===== src/rtl/hic_pkg.sv =====
// ----------------------------------------------------------------------------
// hic_pkg: shared types and constants
// Register indexes, register reset values and the configuration bundle that
// the curve walk and the scaling stages read.
// ----------------------------------------------------------------------------
package hic_pkg;

  localparam int MAX_INDEX_W = 32;
  localparam int TOP_W       = 6;
  localparam int CFG_INDEX_W = 3;
  localparam int CFG_DATA_W  = 16;
  localparam int COUNT_W     = 5;
  localparam int PIX_W       = 32;

  localparam logic [CFG_INDEX_W-1:0] REG_X_BIT_COUNT = 3'd0;
  localparam logic [CFG_INDEX_W-1:0] REG_Y_BIT_COUNT = 3'd1;
  localparam logic [CFG_INDEX_W-1:0] REG_CELL_SIZE   = 3'd2;
  localparam logic [CFG_INDEX_W-1:0] REG_ORIGIN_X    = 3'd3;
  localparam logic [CFG_INDEX_W-1:0] REG_ORIGIN_Y    = 3'd4;
  localparam logic [CFG_INDEX_W-1:0] REG_AREA_WIDTH  = 3'd5;
  localparam logic [CFG_INDEX_W-1:0] REG_AREA_HEIGHT = 3'd6;

  localparam logic [COUNT_W-1:0]    RST_BIT_COUNT = 5'd1;
  localparam logic [CFG_DATA_W-1:0] RST_CELL_SIZE = 16'd1;

  typedef struct packed {
    logic [MAX_INDEX_W-1:0] xmask;
    logic [MAX_INDEX_W-1:0] ymask;
    logic [TOP_W-1:0]       top;
    logic [CFG_DATA_W-1:0]  cell_size;
    logic [CFG_DATA_W-1:0]  origin_x;
    logic [CFG_DATA_W-1:0]  origin_y;
    logic [CFG_DATA_W-1:0]  area_width;
    logic [CFG_DATA_W-1:0]  area_height;
  } cfg_t;

endpackage


===== src/rtl/hic_cfg.sv =====
// ----------------------------------------------------------------------------
// hic_cfg: configuration registers
// Holds the seven registers and derives the x/y bit masks and walk length.
// ----------------------------------------------------------------------------
module hic_cfg #(
  parameter int IDX_W = 32
) (
  input  logic                               clk,
  input  logic                               rst,
  input  logic                               cfg_wr_en,
  input  logic [hic_pkg::CFG_INDEX_W-1:0]    cfg_index,
  input  logic [hic_pkg::CFG_DATA_W-1:0]     cfg_wdata,
  output hic_pkg::cfg_t                      cfg
);

  localparam logic [hic_pkg::COUNT_W-1:0] HALF = hic_pkg::COUNT_W'(IDX_W / 2);

  logic [hic_pkg::COUNT_W-1:0]    x_bit_count;
  logic [hic_pkg::COUNT_W-1:0]    y_bit_count;
  logic [hic_pkg::CFG_DATA_W-1:0] cell_size;
  logic [hic_pkg::CFG_DATA_W-1:0] origin_x;
  logic [hic_pkg::CFG_DATA_W-1:0] origin_y;
  logic [hic_pkg::CFG_DATA_W-1:0] area_width;
  logic [hic_pkg::CFG_DATA_W-1:0] area_height;

  logic [hic_pkg::COUNT_W-1:0] xb;
  logic [hic_pkg::COUNT_W-1:0] yb;
  logic [hic_pkg::TOP_W-1:0]   x2;
  logic [hic_pkg::TOP_W-1:0]   y2;

  always_ff @(posedge clk) begin
    if (rst) begin
      x_bit_count <= hic_pkg::RST_BIT_COUNT;
      y_bit_count <= hic_pkg::RST_BIT_COUNT;
      cell_size   <= hic_pkg::RST_CELL_SIZE;
      origin_x    <= '0;
      origin_y    <= '0;
      area_width  <= '0;
      area_height <= '0;
    end else if (cfg_wr_en) begin
      case (cfg_index)
        hic_pkg::REG_X_BIT_COUNT: x_bit_count <= cfg_wdata[hic_pkg::COUNT_W-1:0];
        hic_pkg::REG_Y_BIT_COUNT: y_bit_count <= cfg_wdata[hic_pkg::COUNT_W-1:0];
        hic_pkg::REG_CELL_SIZE:   cell_size   <= cfg_wdata;
        hic_pkg::REG_ORIGIN_X:    origin_x    <= cfg_wdata;
        hic_pkg::REG_ORIGIN_Y:    origin_y    <= cfg_wdata;
        hic_pkg::REG_AREA_WIDTH:  area_width  <= cfg_wdata;
        hic_pkg::REG_AREA_HEIGHT: area_height <= cfg_wdata;
        default: ;
      endcase
    end
  end

  always_comb begin
    xb = (x_bit_count > HALF) ? HALF : x_bit_count;
    yb = (y_bit_count > HALF) ? HALF : y_bit_count;
    x2 = {xb, 1'b0};
    y2 = {yb, 1'b0};
    for (int b = 0; b < hic_pkg::MAX_INDEX_W; b++) begin
      cfg.xmask[b] = (b < IDX_W) && ((b & 1) == 1) && (hic_pkg::TOP_W'(b) < x2);
      cfg.ymask[b] = (b < IDX_W) && ((b & 1) == 0) && (hic_pkg::TOP_W'(b) < y2);
    end
    cfg.top         = (xb > yb) ? x2 : y2;
    cfg.cell_size   = cell_size;
    cfg.origin_x    = origin_x;
    cfg.origin_y    = origin_y;
    cfg.area_width  = area_width;
    cfg.area_height = area_height;
  end

endmodule


===== src/rtl/hic_walk_stage.sv =====
// ----------------------------------------------------------------------------
// hic_walk_stage: one register stage of the curve bit walk
// Applies up to STEPS consecutive bit positions of the invert/swap walk.
// ----------------------------------------------------------------------------
module hic_walk_stage #(
  parameter int IDX_W   = 32,
  parameter int FIRST_N = 2,
  parameter int STEPS   = 8
) (
  input  logic               clk,
  input  logic               rst,
  input  hic_pkg::cfg_t      cfg,
  input  logic               in_valid,
  input  logic [IDX_W-1:0]   in_g,
  output logic               in_ready,
  output logic               out_valid,
  output logic [IDX_W-1:0]   out_g,
  input  logic               out_ready
);

  localparam int IX_W = $clog2(IDX_W + 1);

  function automatic logic [IDX_W-1:0] low_mask(input int e);
    logic [IDX_W-1:0] m;
    for (int b = 0; b < IDX_W; b++) begin
      m[b] = (b <= e);
    end
    return m;
  endfunction

  logic [IDX_W-1:0] g_next;

  always_comb begin
    logic [IDX_W-1:0] g;
    logic [IDX_W-1:0] lower;
    logic [IDX_W-1:0] xm;
    logic [IDX_W-1:0] ym;
    logic [IDX_W:0]   g_ext;
    int               n;
    g     = in_g;
    lower = '0;
    xm    = '0;
    ym    = '0;
    g_ext = '0;
    n     = 0;
    for (int j = 0; j < STEPS; j++) begin
      n = FIRST_N + j;
      if ((n <= IDX_W) && (hic_pkg::TOP_W'(n) <= cfg.top)) begin
        lower = low_mask(n & ~1);
        xm    = cfg.xmask[IDX_W-1:0] & lower;
        ym    = cfg.ymask[IDX_W-1:0] & lower;
        g_ext = {1'b0, g};
        if (g_ext[IX_W'(n)]) begin
          g = g ^ xm;
        end else if ((n & 1) == 0) begin
          g = (g & ~lower) | ((g & ym) << 1) | ((g & xm) >> 1);
        end
      end
    end
    g_next = g;
  end

  assign in_ready = !out_valid || out_ready;

  always_ff @(posedge clk) begin
    if (rst) begin
      out_valid <= 1'b0;
    end else if (in_ready) begin
      out_valid <= in_valid;
    end
  end

  always_ff @(posedge clk) begin
    if (in_ready && in_valid) begin
      out_g <= g_next;
    end
  end

endmodule


===== src/rtl/hic_scale.sv =====
// ----------------------------------------------------------------------------
// hic_scale: cell extraction, scaling and bounds check
// Stage 1 splits the walked bits into cell x/y and multiplies by the cell
// size; stage 2 adds the origin and checks the square against the area.
// ----------------------------------------------------------------------------
module hic_scale #(
  parameter int IDX_W = 32,
  parameter int CW    = 16
) (
  input  logic                       clk,
  input  logic                       rst,
  input  hic_pkg::cfg_t              cfg,
  input  logic                       in_valid,
  input  logic [IDX_W-1:0]           in_g,
  output logic                       in_ready,
  output logic                       out_valid,
  input  logic                       out_ready,
  output logic [CW-1:0]              cell_x,
  output logic [CW-1:0]              cell_y,
  output logic [hic_pkg::PIX_W-1:0]  pixel_x,
  output logic [hic_pkg::PIX_W-1:0]  pixel_y,
  output logic                       in_bounds
);

  localparam int GW = (IDX_W > 2 * CW) ? IDX_W : 2 * CW;
  localparam int PW = CW + hic_pkg::CFG_DATA_W;
  localparam int BW = PW + 1;

  logic [GW-1:0] gw;
  logic [CW-1:0] cx;
  logic [CW-1:0] cy;

  logic          s1_valid;
  logic          s1_ready;
  logic [CW-1:0] s1_cx;
  logic [CW-1:0] s1_cy;
  logic [PW-1:0] s1_prodx;
  logic [PW-1:0] s1_prody;

  always_comb begin
    gw = GW'(in_g);
    for (int k = 0; k < CW; k++) begin
      cx[k] = gw[2 * k + 1];
      cy[k] = gw[2 * k];
    end
  end

  assign s1_ready = !out_valid || out_ready;
  assign in_ready = !s1_valid || s1_ready;

  always_ff @(posedge clk) begin
    if (rst) begin
      s1_valid <= 1'b0;
    end else if (in_ready) begin
      s1_valid <= in_valid;
    end
  end

  always_ff @(posedge clk) begin
    if (in_ready && in_valid) begin
      s1_cx    <= cx;
      s1_cy    <= cy;
      s1_prodx <= PW'(cx) * PW'(cfg.cell_size);
      s1_prody <= PW'(cy) * PW'(cfg.cell_size);
    end
  end

  always_ff @(posedge clk) begin
    if (rst) begin
      out_valid <= 1'b0;
    end else if (s1_ready) begin
      out_valid <= s1_valid;
    end
  end

  // origin cancels on both sides of the box test
  always_ff @(posedge clk) begin
    if (s1_ready && s1_valid) begin
      cell_x    <= s1_cx;
      cell_y    <= s1_cy;
      pixel_x   <= hic_pkg::PIX_W'(cfg.origin_x) + hic_pkg::PIX_W'(s1_prodx);
      pixel_y   <= hic_pkg::PIX_W'(cfg.origin_y) + hic_pkg::PIX_W'(s1_prody);
      in_bounds <= ((BW'(s1_prodx) + BW'(cfg.cell_size)) <= BW'(cfg.area_width)) &&
                   ((BW'(s1_prody) + BW'(cfg.cell_size)) <= BW'(cfg.area_height));
    end
  end

endmodule


===== src/rtl/hilbert_index_to_cell.sv =====
// ----------------------------------------------------------------------------
// hilbert_index_to_cell: curve index to cell and pixel position
// Gray-codes the index, walks its bit pairs, splits x/y and scales to pixels.
// ----------------------------------------------------------------------------
// Accepts one item per clock while m_tready is high and returns one result
// per item, in order. The bit walk runs eight bit positions per register
// stage, followed by one multiply stage and one add/compare stage.
// Backpressure on m_tready stalls the whole pipe without loss; s_tready is
// high whenever m_tready is high. Register writes take effect on the next
// cycle and must only be made while no item is in flight.
module hilbert_index_to_cell #(
  parameter int INDEX_WIDTH = 32,
  parameter int COORD_WIDTH = 16
) (
  input  logic                                         clk,
  input  logic                                         rst,
  input  logic                                         cfg_wr_en,
  input  logic [hic_pkg::CFG_INDEX_W-1:0]              cfg_index,
  input  logic [hic_pkg::CFG_DATA_W-1:0]               cfg_wdata,
  input  logic                                         s_tvalid,
  output logic                                         s_tready,
  // curve_index
  input  logic [((INDEX_WIDTH+7)/8)*8-1:0]             s_tdata,
  output logic                                         m_tvalid,
  input  logic                                         m_tready,
  // cell_x, cell_y, pixel_x, pixel_y, in_bounds
  output logic [((2*COORD_WIDTH+65+7)/8)*8-1:0]        m_tdata
);

  localparam int NWS   = (INDEX_WIDTH - 1 + 7) / 8;
  localparam int OUT_W = ((2 * COORD_WIDTH + 65 + 7) / 8) * 8;

  hic_pkg::cfg_t cfg;

  logic                   vld [NWS+1];
  logic                   rdy [NWS+1];
  logic [INDEX_WIDTH-1:0] gs  [NWS+1];
  logic [INDEX_WIDTH-1:0] curve_index;

  logic [COORD_WIDTH-1:0]     cell_x;
  logic [COORD_WIDTH-1:0]     cell_y;
  logic [hic_pkg::PIX_W-1:0]  pixel_x;
  logic [hic_pkg::PIX_W-1:0]  pixel_y;
  logic                       in_bounds;

  hic_cfg #(.IDX_W(INDEX_WIDTH)) u_cfg (
    .clk       (clk),
    .rst       (rst),
    .cfg_wr_en (cfg_wr_en),
    .cfg_index (cfg_index),
    .cfg_wdata (cfg_wdata),
    .cfg       (cfg)
  );

  assign curve_index = s_tdata[INDEX_WIDTH-1:0];
  assign gs[0]       = curve_index ^ (curve_index >> 1);
  assign vld[0]      = s_tvalid;
  assign s_tready    = rdy[0];

  for (genvar i = 0; i < NWS; i++) begin : g_walk
    hic_walk_stage #(
      .IDX_W   (INDEX_WIDTH),
      .FIRST_N (2 + 8 * i),
      .STEPS   (8)
    ) u_stage (
      .clk       (clk),
      .rst       (rst),
      .cfg       (cfg),
      .in_valid  (vld[i]),
      .in_g      (gs[i]),
      .in_ready  (rdy[i]),
      .out_valid (vld[i+1]),
      .out_g     (gs[i+1]),
      .out_ready (rdy[i+1])
    );
  end

  hic_scale #(.IDX_W(INDEX_WIDTH), .CW(COORD_WIDTH)) u_scale (
    .clk       (clk),
    .rst       (rst),
    .cfg       (cfg),
    .in_valid  (vld[NWS]),
    .in_g      (gs[NWS]),
    .in_ready  (rdy[NWS]),
    .out_valid (m_tvalid),
    .out_ready (m_tready),
    .cell_x    (cell_x),
    .cell_y    (cell_y),
    .pixel_x   (pixel_x),
    .pixel_y   (pixel_y),
    .in_bounds (in_bounds)
  );

  assign m_tdata = OUT_W'({in_bounds, pixel_y, pixel_x, cell_y, cell_x});

endmodule


===== config.mk =====
export PLATFORM = sky130hd
export DESIGN_NAME = hilbert_index_to_cell
export DESIGN_NICKNAME = d
export VERILOG_FILES = /design/src/rtl/hic_pkg.sv /design/src/rtl/hic_cfg.sv /design/src/rtl/hic_walk_stage.sv /design/src/rtl/hic_scale.sv /design/src/rtl/hilbert_index_to_cell.sv
export SDC_FILE = /design/constraint.sdc
export NUM_CORES = 2
export LEC_CHECK = 0
export BUFFER_PORTS_ARGS = -buffer_cell sky130_fd_sc_hd__buf_2
export CORE_ASPECT_RATIO = 0.8
export CORE_MARGIN = 1
export CORE_UTILIZATION = 65
export DETAILED_ROUTE_END_ITERATION = 12
export PLACE_DENSITY_LB_ADDON = 0.12
export SETUP_SLACK_MARGIN = 0.1
export SYNTH_ARGS = -nofsm -noshare
export SYNTH_HDL_FRONTEND = slang
export SYNTH_HIERARCHICAL = 1
export SYNTH_SLANG_ARGS = --single-unit

===== constraint.sdc =====
create_clock -name clk -period 10.4 [get_ports clk]
set_input_delay 2.08 -clock clk [delete_from_list [all_inputs] [get_ports clk]]
set_output_delay 2.08 -clock clk [all_outputs]
set_load 0.03 [all_outputs]

==> flow_summary.ini <==
[run_status]
status = finished, violations left
violations = DRC

[placed_design]
hpwl_mm = 134
numPortBuffers = 154
dpl_worst_slack_ns = 2.79
place_congestion = 0.998

[timing]
worstMarginPinSlew_ns = 1.39
max_freq_ghz = 0.129
hold_violations = 0
fin_crit_sh_pct = 74.7
fin_ws_ns = 2.63
setup_violations = 0
tns_ns = 0
rsz0062_at_grt = no
max-slew-margin-rel_pct = 6.17
fin_skew_ns = 0.0261
final_max_slew_viol_count = 0
period_minus_slack_ns = 7.77

[routing]
wl_per_cell_um = 23.6
drc = 2
dr.first_iter.drc_count = 6200
ant_nets = 0
viasPerCell = 6.65
first_pass_iters = 12
vias = 51200
wirelength_mm = 182

[cells_and_area]
drive_gt1_share_pct = 8.01
fillers = 6976
seqCellArea_sq_um = 11600
nets = 7511
area_growth_pct = 5.13
multiInputGateArea_sq_um = 40700

[global_route]
track_usage_pct = 40.8
grt_pass1_vias = 48400
gr-total-overflow = 0
antenna_found_initial = 5
grt_start_max_net_pins = 92
grt_pass1_wl_mm = 279

[worst_setup_path]
critPathLaunchType = flop
path_class = flop to flop
cp.required_ns = 10.79
critPathMaxStageDelay_ns = 0.77
cpMostUsedCell = ha_1
crit_chain = clkinv_1 > nand2_1 > ha_1 > and2b_1 > o311ai_1 > a211o_4 > mux2i_4 > buf_12 > a21o_1 > and3_4 > o211ai_1 > and2_1 > ha_1 > o21ai_0 > o311ai_0 > nand2_1 > xor2_1 > ha_1 > nor2_1 > nor4b_1 > nor4_1 > xor2_1 > a211oi_1 > a311o_1
arrival_ns = 8.16
r2r_slack_ns = 2.63
worst-path-buf-inv = 2
endpoint_kind = flop
crit_family = compound AO/OA/AOI/OAI gates
critical_path.slowest_cell = a21o_1
path_max_fanout = 36

[clock_tree]
path_clk_slew_ns = 0.07
post_cts_resized = 0
worstSkewPairLatency_ns = 0.64
clk_path_buf_depth = 3
cts_made_buffers = 48
post_cts_buffers = 0
clock-sinks = 417
cts-root-buf = clkbuf_16
cts_tree = done
hold_buffers = 0
htree_levels = 2

[die]
num_io_pins = 162
rows = 96
die_area_sq_um = 87800
start_util_pct = 65.7
die-width_um = 331
coreArea_sq_um = 85800
die_h_um = 265

[run]
drv_cap = 0

[synth]
syn_inst = 6596
postSynthAreaPerCell_sq_um = 8.54
netlist_area_sq_um = 56300
ys_warn_count = 6

[power]
leakage_nw = 25.1
p_per_area_nw_per_um2 = 92.5
vdd_drop_max_uv = 143

[worst_hold_path]
min-delay-path-class = flop to flop
[state kept, by name (all words and copies together), names as in the netlist]
name and flops:
u_scale/s1_valid 1, u_scale/cell_y 16, u_cfg/cell_size 16, u_cfg/area_width 16
u_scale/pixel_y 32, u_cfg/area_height 16, u_scale/pixel_x 32, u_cfg/origin_y 16
u_cfg/x_bit_count 5, u_cfg/origin_x 16, u_cfg/y_bit_count 5, g_walk.u_stage/out_g 128
u_scale/cell_x 16, u_scale/out_valid 1, u_scale/s1_prody 32, u_scale/s1_cx 16
u_scale/s1_prodx 32, u_scale/in_bounds 1, u_scale/s1_cy 16, g_walk.u_stage/out_valid 4
[routing by layer]
layer  wire (um)  GRT usage, %  up-vias
li1            -             -    23100
met1       76800          59.0    24600
met2       74300          58.1     3188
met3       25400          12.8      364
met4        5320          11.9        2
met5          54         0.446        -
[metrics by stage]
stage          instances  area (sq um)  utilization, %  hold slack (ns)  power, W
6_report            7698         59200            69.0            0.403   0.00547
5_1_grt             7697         59200            69.0            0.422   0.00572
4_1_cts             7697         59200            69.0            0.412   0.00540
3_5_place_dp        7607         57600            67.2            0.405   0.00364
3_3_place_gp        7607         57600            67.2            0.401   0.00360
2_1_floorplan       6633         56400               -            0.400   0.00322
[final timing paths]
| kind | end | cells past startpoint | startpoint |
|---|---|---|---|
| worst max-delay path | g_walk[3].u_stage/out_g[12]$_DFFE_PP_ | 24 | u_cfg/y_bit_count[4]$_SDFFE_PP0P_ |
| worst max register to register | g_walk[3].u_stage/out_g[12]$_DFFE_PP_ | 24 | u_cfg/y_bit_count[4]$_SDFFE_PP0P_ |
| worst min register to register | g_walk[1].u_stage/out_g[31]$_DFFE_PP_ | 0 | g_walk[0].u_stage/out_g[31]$_DFFE_PP_ |
| worst min-delay path | g_walk[1].u_stage/out_g[31]$_DFFE_PP_ | 0 | g_walk[0].u_stage/out_g[31]$_DFFE_PP_ |
[power by group]
part	switching (W)	internal, W
sequential	0.0000837	0.00187
combinational	0.00110	0.000659
clock	0.000821	0.000936
[cells in the final DEF, fill, tap and decap left out, drive strengths merged, types with 49 or more instances in the layout]
cell / count
a21oi: 355
o211ai: 66
a31oi: 61
nand2: 918
mux2i: 116
o21ai: 262
nor3: 131
nor2: 302
xor2: 133
a21o: 60
ha: 533
and3: 80
buf: 259
and2: 303
o21a: 60
nand3: 192
xnor2: 185
nand4: 65
fa: 392
edfxtp: 321
a211oi: 99
dfxtp: 96
inv: 625
nand2b: 61
clkbuf: 55
a211o: 49
[area by class of cell]
class,count,area share [%]
Antenna cell,1,0.00423
Clock buffer,55,2.11
Clock inverter,35,0.564
Inverter,620,3.93
Multi-Input combinational cell,5184,68.8
Sequential cell,417,19.5
Tap cell,1127,2.38
Timing Repair Buffer,259,2.66
(Power assumes the default switching activity.)
